[src/rtl/core/sil_pkg.sv]
// Package for the sorted insert list: request and result payload types,
// request and status codes, and the control bundle sent to every cell.
// No dependencies.
`default_nettype none

package sil_pkg;

    typedef enum logic [0:0] {
        REQ_ADD = 1'b0,
        REQ_POP = 1'b1
    } t_req_type;

    typedef enum logic [1:0] {
        ST_OK        = 2'd0,
        ST_POP_EMPTY = 2'd1,
        ST_ADD_FULL  = 2'd2
    } t_status;

    typedef struct packed {
        t_req_type          req_type;
        logic signed [31:0] value;
    } t_req;

    typedef struct packed {
        logic signed [31:0] popped_value;
        logic [4:0]         entry_count;
        t_status            status;
    } t_res;

    // Shift commands broadcast to the row of cells.
    typedef struct packed {
        logic do_add;
        logic do_pop;
    } t_cell_ctrl;

endpackage

`default_nettype wire

[src/rtl/core/sil_cell.sv]
// One storage cell of the sorted insert list: holds a single entry, compares
// it with the incoming value and takes its own, its neighbour's or the new value.
// Depends on sil_pkg.
`default_nettype none

module sil_cell #(
    parameter int VALUE_WIDTH = 32
) (
    input  wire                     i_clk,
    input  sil_pkg::t_cell_ctrl     i_ctrl,
    input  wire                     i_occupied,
    input  wire [VALUE_WIDTH-1:0]   i_new_value,
    input  wire [VALUE_WIDTH-1:0]   i_left_value,
    input  wire                     i_left_lt,
    input  wire [VALUE_WIDTH-1:0]   i_right_value,
    output logic [VALUE_WIDTH-1:0]  o_value,
    output logic                    o_lt
);
    import sil_pkg::*;

    logic [VALUE_WIDTH-1:0] r_value;
    logic [VALUE_WIDTH-1:0] n_value;

    // A cell stays put on insertion while its entry is strictly smaller.
    assign o_lt    = i_occupied && ($signed(r_value) < $signed(i_new_value));
    assign o_value = r_value;

    always_comb begin
        n_value = r_value;
        if (i_ctrl.do_add) begin
            if (o_lt) begin
                n_value = r_value;
            end else if (i_left_lt) begin
                n_value = i_new_value;
            end else begin
                n_value = i_left_value;
            end
        end else if (i_ctrl.do_pop) begin
            n_value = i_right_value;
        end
    end

    always_ff @(posedge i_clk) begin
        r_value <= n_value;
    end

endmodule

`default_nettype wire

[src/rtl/core/sorted_insert_list.sv]
// Sorted insert list: a row of CAPACITY cells keeps the values in ascending order.
// Latency: the result of a request is valid in the cycle after it is accepted.
// Throughput: one request per cycle while the result is taken; all cells compare and shift together.
// A request is accepted while the result register is empty or being emptied.
// Reset clears the entry count and the result valid flag; no clearing pass.
`default_nettype none

module sorted_insert_list #(
    parameter int CAPACITY    = 16,
    parameter int VALUE_WIDTH = 32
) (
    input  wire            i_clk,
    input  wire            i_rst_n,
    input  wire            i_in_valid,
    output logic           o_in_ready,
    input  sil_pkg::t_req  i_req,
    output logic           o_out_valid,
    input  wire            i_out_ready,
    output sil_pkg::t_res  o_res
);
    import sil_pkg::*;

    localparam int CW      = $clog2(CAPACITY + 1);
    localparam int WIDE_W  = VALUE_WIDTH + 32;
    localparam int CNT_W   = CW + 5;

    logic [CW-1:0]           r_count;
    logic [CW-1:0]           n_count;
    logic                    r_out_valid;
    logic                    n_out_valid;
    t_res                    r_out;
    t_res                    n_out;

    logic                    in_fire;
    logic                    add_ok;
    logic                    pop_ok;
    t_cell_ctrl              ctrl;
    logic [WIDE_W-1:0]       in_wide;
    logic [WIDE_W-1:0]       pop_wide;
    logic [CNT_W-1:0]        cnt_wide;
    logic [VALUE_WIDTH-1:0]  new_value;

    logic [VALUE_WIDTH-1:0]  cell_value [CAPACITY];
    logic                    cell_lt    [CAPACITY];

    assign o_in_ready  = !r_out_valid || i_out_ready;
    assign in_fire     = i_in_valid && o_in_ready;
    assign o_out_valid = r_out_valid;
    assign o_res       = r_out;

    assign in_wide   = WIDE_W'($unsigned(i_req.value));
    assign new_value = in_wide[VALUE_WIDTH-1:0];
    assign pop_wide  = WIDE_W'(cell_value[0]);

    assign add_ok      = (i_req.req_type == REQ_ADD) && (r_count < CW'(CAPACITY));
    assign pop_ok      = (i_req.req_type == REQ_POP) && (r_count != '0);
    assign ctrl.do_add = in_fire && add_ok;
    assign ctrl.do_pop = in_fire && pop_ok;

    for (genvar g = 0; g < CAPACITY; g++) begin : g_cell
        logic [VALUE_WIDTH-1:0] left_value;
        logic                   left_lt;
        logic [VALUE_WIDTH-1:0] right_value;

        if (g == 0) begin : g_head
            assign left_value = new_value;
            assign left_lt    = 1'b0;
        end else begin : g_body
            assign left_value = cell_value[g-1];
            assign left_lt    = cell_lt[g-1];
        end

        if (g == CAPACITY - 1) begin : g_tail
            assign right_value = cell_value[g];
        end else begin : g_inner
            assign right_value = cell_value[g+1];
        end

        sil_cell #(
            .VALUE_WIDTH (VALUE_WIDTH)
        ) u_cell (
            .i_clk         (i_clk),
            .i_ctrl        (ctrl),
            .i_occupied    (CW'(g) < r_count),
            .i_new_value   (new_value),
            .i_left_value  (left_value),
            .i_left_lt     (left_lt),
            .i_right_value (right_value),
            .o_value       (cell_value[g]),
            .o_lt          (cell_lt[g])
        );
    end

    always_comb begin
        n_count     = r_count;
        n_out_valid = r_out_valid;
        n_out       = r_out;
        if (r_out_valid && i_out_ready) begin
            n_out_valid = 1'b0;
        end
        if (ctrl.do_add) begin
            n_count = r_count + CW'(1);
        end else if (ctrl.do_pop) begin
            n_count = r_count - CW'(1);
        end
        cnt_wide = CNT_W'(n_count);
        if (in_fire) begin
            n_out_valid        = 1'b1;
            n_out.entry_count  = cnt_wide[4:0];
            n_out.popped_value = pop_ok ? pop_wide[31:0] : 32'sd0;
            if (i_req.req_type == REQ_POP) begin
                n_out.status = pop_ok ? ST_OK : ST_POP_EMPTY;
            end else begin
                n_out.status = add_ok ? ST_OK : ST_ADD_FULL;
            end
        end
    end

    always_ff @(posedge i_clk) begin
        if (!i_rst_n) begin
            r_count     <= '0;
            r_out_valid <= 1'b0;
        end else begin
            r_count     <= n_count;
            r_out_valid <= n_out_valid;
        end
        r_out <= n_out;
    end

    a_count_bound: assert property (@(posedge i_clk) disable iff (!i_rst_n)
        r_count <= CW'(CAPACITY))
        else $error("entry count exceeds capacity");

    a_add_grows: assert property (@(posedge i_clk) disable iff (!i_rst_n)
        ctrl.do_add |=> r_count == $past(r_count) + CW'(1))
        else $error("count did not rise after an insertion");

    a_error_keeps: assert property (@(posedge i_clk) disable iff (!i_rst_n)
        (in_fire && !add_ok && !pop_ok) |=> r_count == $past(r_count))
        else $error("rejected request changed the count");

    a_empty_pop: assert property (@(posedge i_clk) disable iff (!i_rst_n)
        (r_out_valid && r_out.status == ST_POP_EMPTY) |->
            (r_out.entry_count == 5'd0 && r_out.popped_value == 32'sd0))
        else $error("pop on empty store reported data or a count");

endmodule

`default_nettype wire

[config.mk]
export PLATFORM = sky130hd
export DESIGN_NAME = sorted_insert_list
export DESIGN_NICKNAME = d
export VERILOG_FILES = /design/src/rtl/core/sil_pkg.sv /design/src/rtl/core/sil_cell.sv /design/src/rtl/core/sorted_insert_list.sv
export SDC_FILE = /design/constraint.sdc
export NUM_CORES = 2
export LEC_CHECK = 0
export CAP_MARGIN = 5
export CELL_PAD_IN_SITES_DETAIL_PLACEMENT = 2
export CELL_PAD_IN_SITES_GLOBAL_PLACEMENT = 2
export CORE_MARGIN = 2
export CORE_UTILIZATION = 44
export CTS_CLUSTER_SIZE = 8
export DETAILED_ROUTE_END_ITERATION = 7
export DONT_BUFFER_PORTS = 1
export GPL_TIMING_DRIVEN = 0
export PLACE_DENSITY = 0.81
export RECOVER_POWER = 25
export SETUP_SLACK_MARGIN = 0.3
export SYNTH_ARGS = -nofsm -noshare
export SYNTH_HDL_FRONTEND = slang
export SYNTH_SLANG_ARGS = --single-unit
[constraint.sdc]
create_clock -name i_clk -period 7.43 [get_ports i_clk]
set_clock_uncertainty 0.05 [all_clocks]
set_input_delay 1.486 -clock i_clk [delete_from_list [all_inputs] [get_ports i_clk]]
set_output_delay 1.486 -clock i_clk [all_outputs]
set_load 0.005 [all_outputs]
# --- Word level (Yosys, flattened, before mapping) ---
# Cells that the tools add are included.
# W data, S select, Z words.
totals:
  out_inout_bits: 41
  register_bits: 557
  n_memories: 0
  romBits: 0
  latchBits: 0
  elab_cells: 183
  ram_bits: 0
  inputBits: 37
op_classes:
  n_mux: 67
  n_shift: 0
  order_cmp: 33
  eq_ne: 15
  bitwise_logic: 2
  div_mod_pow: 0
  mul: 0
  n_addsub: 2
  n_reduce_logical: 43
op_table:
  columns: ["op", "count"]
  rows:
  - ["$mux W32", 60]
  - ["$lt A32 B32 Y1", 16]
  - ["$lt A4 B5 Y1 const A", 8]
  - ["$reduce_and A2 Y1", 16]
  - ["$ne A2 B2 Y1 const B", 15]
  - ["$logic_and A1 B1 Y1", 22]
  - ["$lt A3 B5 Y1 const A", 4]
  - ["$lt A1 B5 Y1 const A", 2]
  - ["$lt A2 B5 Y1 const A", 2]
  - ["$mux W5", 2]
  - ["$add A5 B1 Y5 const B", 1]
  - ["$lt A5 B5 Y1 const B", 1]
  - ["$reduce_bool A5 Y1", 1]
  - ["$sub A5 B1 Y5 const B", 1]
  - ["$mux W2", 2]
  - ["$reduce_bool A2 Y1", 2]
  - ["$mux W1", 3]
  - ["$not A1 Y1", 2]
  - ["$logic_not A1 Y1", 1]
  - ["$logic_or A1 B1 Y1", 1]

# --- Logic depth before layout (Yosys ltp) ---
depth:
  ltp_word: 6
  depth_mapped: 12
  mapped_depth_nobuf: 10

# --- Hierarchy ---
# From an unflattened synthesis, not the netlist that was laid out.
unflattened:
  hier_cells: 4284
  area_unflattened_um2: 40943.0
by_module_without_submodules:
  columns: ["module", "area_per_inst_um2", "instances", "seq_area_each_um2", "cells_each"]
  rows:
  - ["sil_cell", 2429.8, 16, 960.9, 257]
  - ["sorted_insert_list", 2065.7, 1, 1291.2, 172]

# --- Worst setup path after synthesis ---
# No wires, ideal clock.
synth_path:
  path_type: "input -> register"
  from: "input port i_req[31] (netlist bit)"
  to: "register g_cell[0].u_cell.r_value[0], enable pin"
  arrival_ns: 5.940
  path_buffers: 1
  cell_stages: 9
  setup_time_ns: 0.470
  required_time_ns: 6.910
  setup_slack_ns: 0.970
  cell_sequence: "inv_1 > ha_1 > nand4_1 > or3_4 > nor4_4 > o31ai_2 > and4_4 > clkbuf_1 > o31ai_1"
synth_between:
  elab_chain_cells: 4
synth_rtl:
  columns: ["item", "line", "text"]
  rows:
  - ["start, declared", "sorted_insert_list.sv:16", "input sil_pkg::t_req i_req,"]
  - ["$lt A32 B32 Y1", "sil_cell.sv:25", "assign o_lt = i_occupied && ($signed(r_value) < $signed(i_new_value));"]
  - ["$logic_and A1 B1 Y1", "sil_cell.sv:25", null]
  - ["$ne A2 B2 Y1 (no source line)", null, null]
  - ["$reduce_and A2 Y1 (no source line)", null, null]
  - ["end signal, assigned", "sil_cell.sv:44", "r_value <= n_value;"]
  - ["end, declared", "sil_cell.sv:21", "logic [VALUE_WIDTH-1:0] r_value;"]
# Every way passes these cells.
# A chain may end at the register's enable or synchronous reset.

# --- Worst setup path in the final report ---
layout_path:
  from: "input port i_out_ready"
  to: "register g_cell[1].u_cell.r_value[4], enable pin"
layout_between:
  elab_chain_cells: 5
  elab_cells_between_ends: 7
  classes_between: "eq/ne (1); reduce/logical (6)"
layout_rtl:
  columns: ["item", "line", "text"]
  rows:
  - ["start, declared", "sorted_insert_list.sv:18", "input wire i_out_ready,"]
  - ["$logic_or A1 B1 Y1 *", "sorted_insert_list.sv:46", "assign o_in_ready = !r_out_valid || i_out_ready;"]
  - ["$logic_and A1 B1 Y1 *", "sorted_insert_list.sv:47", "assign in_fire = i_in_valid && o_in_ready;"]
  - ["$logic_and A1 B1 Y1, on equally long branches", "sorted_insert_list.sv:57, sorted_insert_list.sv:58", null]
  - ["$ne A2 B2 Y1 (no source line) or $reduce_bool A2 Y1 (tied branches)", null, null]
  - ["$reduce_and A2 Y1 (no source line) *", null, null]
  - ["end signal, assigned", "sil_cell.sv:44", null]
  - ["end, declared", "sil_cell.sv:21", null]
# Mark *: on every way between the ends. The rest lies on a longest branch, timed or not.

==> results.py <==
metrics = {
    "cts": {
        "cts_buffers": 80,
        "cts.clk_slew.worst_paths_ns": 0.05,
        "post_cts_buffers": 0,
        "htreeDepth": 3,
        "ctsHoldBuffers": 0,
        "clk_path_buf_depth": 3,
        "clk_latency_ns": 0.65,
        "cts_tree": "yes",
        "cts-root-buf": "clkbuf_16",
        "cts_resized": 0,
        "cts.sink_count": 557,
    },
    "synthesis": {
        "synth_top_cell_by_area": "edfxtp_1",
        "yosysWarningCount": 0,
        "synth_nets": 4295,
        "netlist_instances": 3790,
        "synthArstFlopShare": 0,
        "synth_top_area_frac": 0.4263,
        "netlist_top_cells_area": "edfxtp_1 (43%), ha_1 (15%), mux2i_1 (5.8%)",
        "syn_avg_cell_area_um2": 10.24,
        "synth_common_cells": "edfxtp_1 (551), ha_1 (468), nand2_1 (423)",
        "synth-seq-cells": 557,
        "synth_edf_count": 551,
        "dominantRegCellSynth": "edfxtp_1",
        "synth_seq_area_share": 0.4294,
        "synth_cell_types": 82,
        "yosysMostFrequentCell": "edfxtp_1",
        "synthesis.area_mm2": 0.03881,
    },
    "hold_path": {
        "hold_class": "flip-flop to flip-flop",
    },
    "route": {
        "drt_drc_violations_left": 0,
        "dr.max_layer_used": "met5",
        "met2WireLength_um": 78020,
        "dr.pass1.iters": 5,
        "drt_iter0_drc": 3209,
        "wl_met1_um": 70630,
        "num_vias": 34440,
        "viasPerCell": 6.789,
        "dr_wl_met3_um": 10650,
        "ant_nets": 0,
        "wl_per_cell_um": 32.99,
        "routed_wl_um": 167300,
    },
    "outcome": {
        "violations": "max-capacitance violations, max-slew violations",
        "outcome": "complete, but fails checks",
    },
    "sta": {
        "final.setup.tns_ns": 0,
        "period_share": 0.8657,
        "slew_headroom": -0.3101,
        "finalHoldViolations": 0,
        "max_freq_ghz": 0.1555,
        "period_minus_slack_ns": 6.432,
        "rsz0062_at_grt": "false",
        "slew_viol_final": 8,
        "setup_viol_count_final": 0,
        "tightest_slew_ns": 1.948,
    },
    "worst_setup_path": {
        "cp-endpoint": "g_cell[1].u_cell.o_value[4]",
        "crit_path_start": "i_out_ready",
        "critical_path_required_ns": 7.64,
        "cp-start-kind": "input pin",
        "worst_r2r_startpoint": "r_count[1]",
        "r2r_slack_ns": 1.14,
        "worst-setup-path-type": "input pin to flip-flop",
        "cp_max_fo": 32,
        "endpoint_kind": "flip-flop",
        "ff2ff_path_depth": 8,
        "reg2reg_to": "g_cell[4].u_cell.o_value[5]",
        "worstPathArrival_ns": 6.65,
    },
    "layout": {
        "area_growth_pct": 10.25,
        "final-seq-area_mm2": 0.01667,
        "final_layout_size_suffix_gt1_frac": 0.06668,
        "fillers": 9037,
        "final_nets": 4395,
        "multi_input_area_mm2": 0.02083,
    },
    "place": {
        "dp_hpwl_um": 129900,
        "gp_congestion": 0.9040,
        "port_buffers": 0,
    },
    "pwr": {
        "vdd_drop_max_mv": 0.1598,
        "power_uw": 10370,
        "p_per_area_mw_per_mm2": 242.3,
        "leakage_uw": 0.01844,
    },
    "floorplanning": {
        "die_h_um": 301.0,
        "dieArea_mm2": 0.09060,
        "core.rowCount": 108,
        "core_area_mm2": 0.08716,
        "start_util": 0.4453,
        "die_w_um": 301.0,
        "num_io_pins": 78,
    },
    "grt": {
        "grt_pass1_wl_um": 244200,
        "grt_max_degree": 37,
        "grt.overflow.total": 0,
        "grt_pass1_vias": 36790,
        "grt_use_total": 0.3621,
        "antenna_found_initial": 4,
    },
    "job": {
        "drv_cap": 2,
    },
}
## per-layer routing
| metal | vias to the layer above | global-route usage |
|---|---|---|
| met1 | 17870 | 0.4729 |
| met4 | 2 | 0.1668 |
| li1 | 14780 | - |
| met2 | 1416 | 0.5945 |
| met5 | - | 0 |
| met3 | 380 | 0.05159 |
## worst min path at each step
stage | from | to | slack (ns) | cells past startpoint
detailed placement | g_cell[15].u_cell.o_value[11] | g_cell[14].u_cell.o_value[11] | 0.47 | 2
floorplan | g_cell[15].u_cell.o_value[0] | g_cell[14].u_cell.o_value[0] | 0.45 | 2
global placement | g_cell[15].u_cell.o_value[31] | g_cell[14].u_cell.o_value[31] | 0.45 | 2
global route | g_cell[15].u_cell.o_value[4] | g_cell[14].u_cell.o_value[4] | 0.49 | 2
finish | g_cell[15].u_cell.o_value[25] | g_cell[14].u_cell.o_value[25] | 0.48 | 2
CTS | g_cell[15].u_cell.o_value[11] | g_cell[14].u_cell.o_value[11] | 0.48 | 2
## stage by stage
stage | std cells | hold WS (ns) | util | setup slack (ns) | area [µm²]
final | 5073 | 0.4779 | 0.4910 | 0.9978 | 42790
after global routing | 5069 | 0.4883 | 0.4908 | 0.9753 | 42780
after CTS | 5069 | 0.4844 | 0.4916 | 1.612 | 42850
after detailed placement | 4963 | 0.4714 | 0.4663 | 0.9989 | 40640
after global placement | 4945 | 0.4499 | 0.4619 | -1.601 | 40260
after floorplan | 3790 | 0.4463 | - | 0.9704 | 38810
## critical path: stages
cell and delay (ns):
nand2b_1 0.15, nand2_1 0.12, or3_1 0.49, clkbuf_1 0.40, clkinv_1 0.49, clkbuf_1 0.74, clkbuf_1 0.90, clkbuf_1 0.85
nand2_1 0.18, nand2_2 0.75
## registers in the layout, indices dropped and copies added (netlist names)
| name | cells |
|---|---|
| r_count | 5 |
| o_out_valid | 1 |
| g_cell.u_cell.o_value | 512 |
| o_res | 39 |
## report_power, final
part           switching, µW  leakage [µW]  internal [µW]
registers                368       0.00528           4000
clock network           1500       0.00107           2000
logic                   1630        0.0121            879
## area by class of cell
cell class	count	area share
Multi-Input combinational cell	2924	0.4869
Sequential cell	557	0.3895
Clock buffer	99	0.04895
Tap cell	1155	0.03377
Buffer	261	0.02731
Timing Repair Buffer	18	0.006637
Inverter	48	0.004211
Clock inverter	7	0.002544
Antenna cell	4	0.0002339
## cells in the final DEF, fill, tap and decap left out, types with 9 or more instances in the layout
cell type	Yosys	final
nor2_1	312	312
a2111oi_0	9	9
nor2b_1	11	11
nor3_1	50	50
nand2_1	423	418
and2_1	38	10
o21ai_0	272	270
mux2_1	20	20
clkbuf_1	180	221
nand4_1	162	162
edfxtp_1	551	551
inv_1	46	46
a21o_1	149	149
mux2_2	13	13
and2_0	2	30
buf_6	12	14
o21ai_1	45	45
a221oi_1	14	14
buf_4	20	19
o21a_1	11	11
o31ai_1	37	35
clkbuf_16	0	81
o221a_2	62	62
a211oi_1	25	26
ha_1	468	468
nand2b_1	17	17
mux2i_1	224	224
and4_1	13	13
a311oi_1	32	32
a221o_1	68	68
buf_2	34	24
a21oi_1	232	232
nand3_1	114	114
## cell families (layout without fill, tap and decap cells)
| family | Yosys count | after routing | share of synthesized area |
|---|---|---|---|
| simple gates | 1183 | 1183 | 0.1403 |
| compound gates | 1012 | 1012 | 0.1753 |
| flops | 557 | 557 | 0.4294 |
| fa+ha+maj | 468 | 468 | 0.1509 |
| buf+inv | 309 | 433 | 0.03556 |
| mux | 258 | 258 | 0.06792 |
| xor+xnor | 3 | 3 | 0.0006771 |
| other cells | 0 | 4 | 0 |
Power figures use the tool's default switching activity.
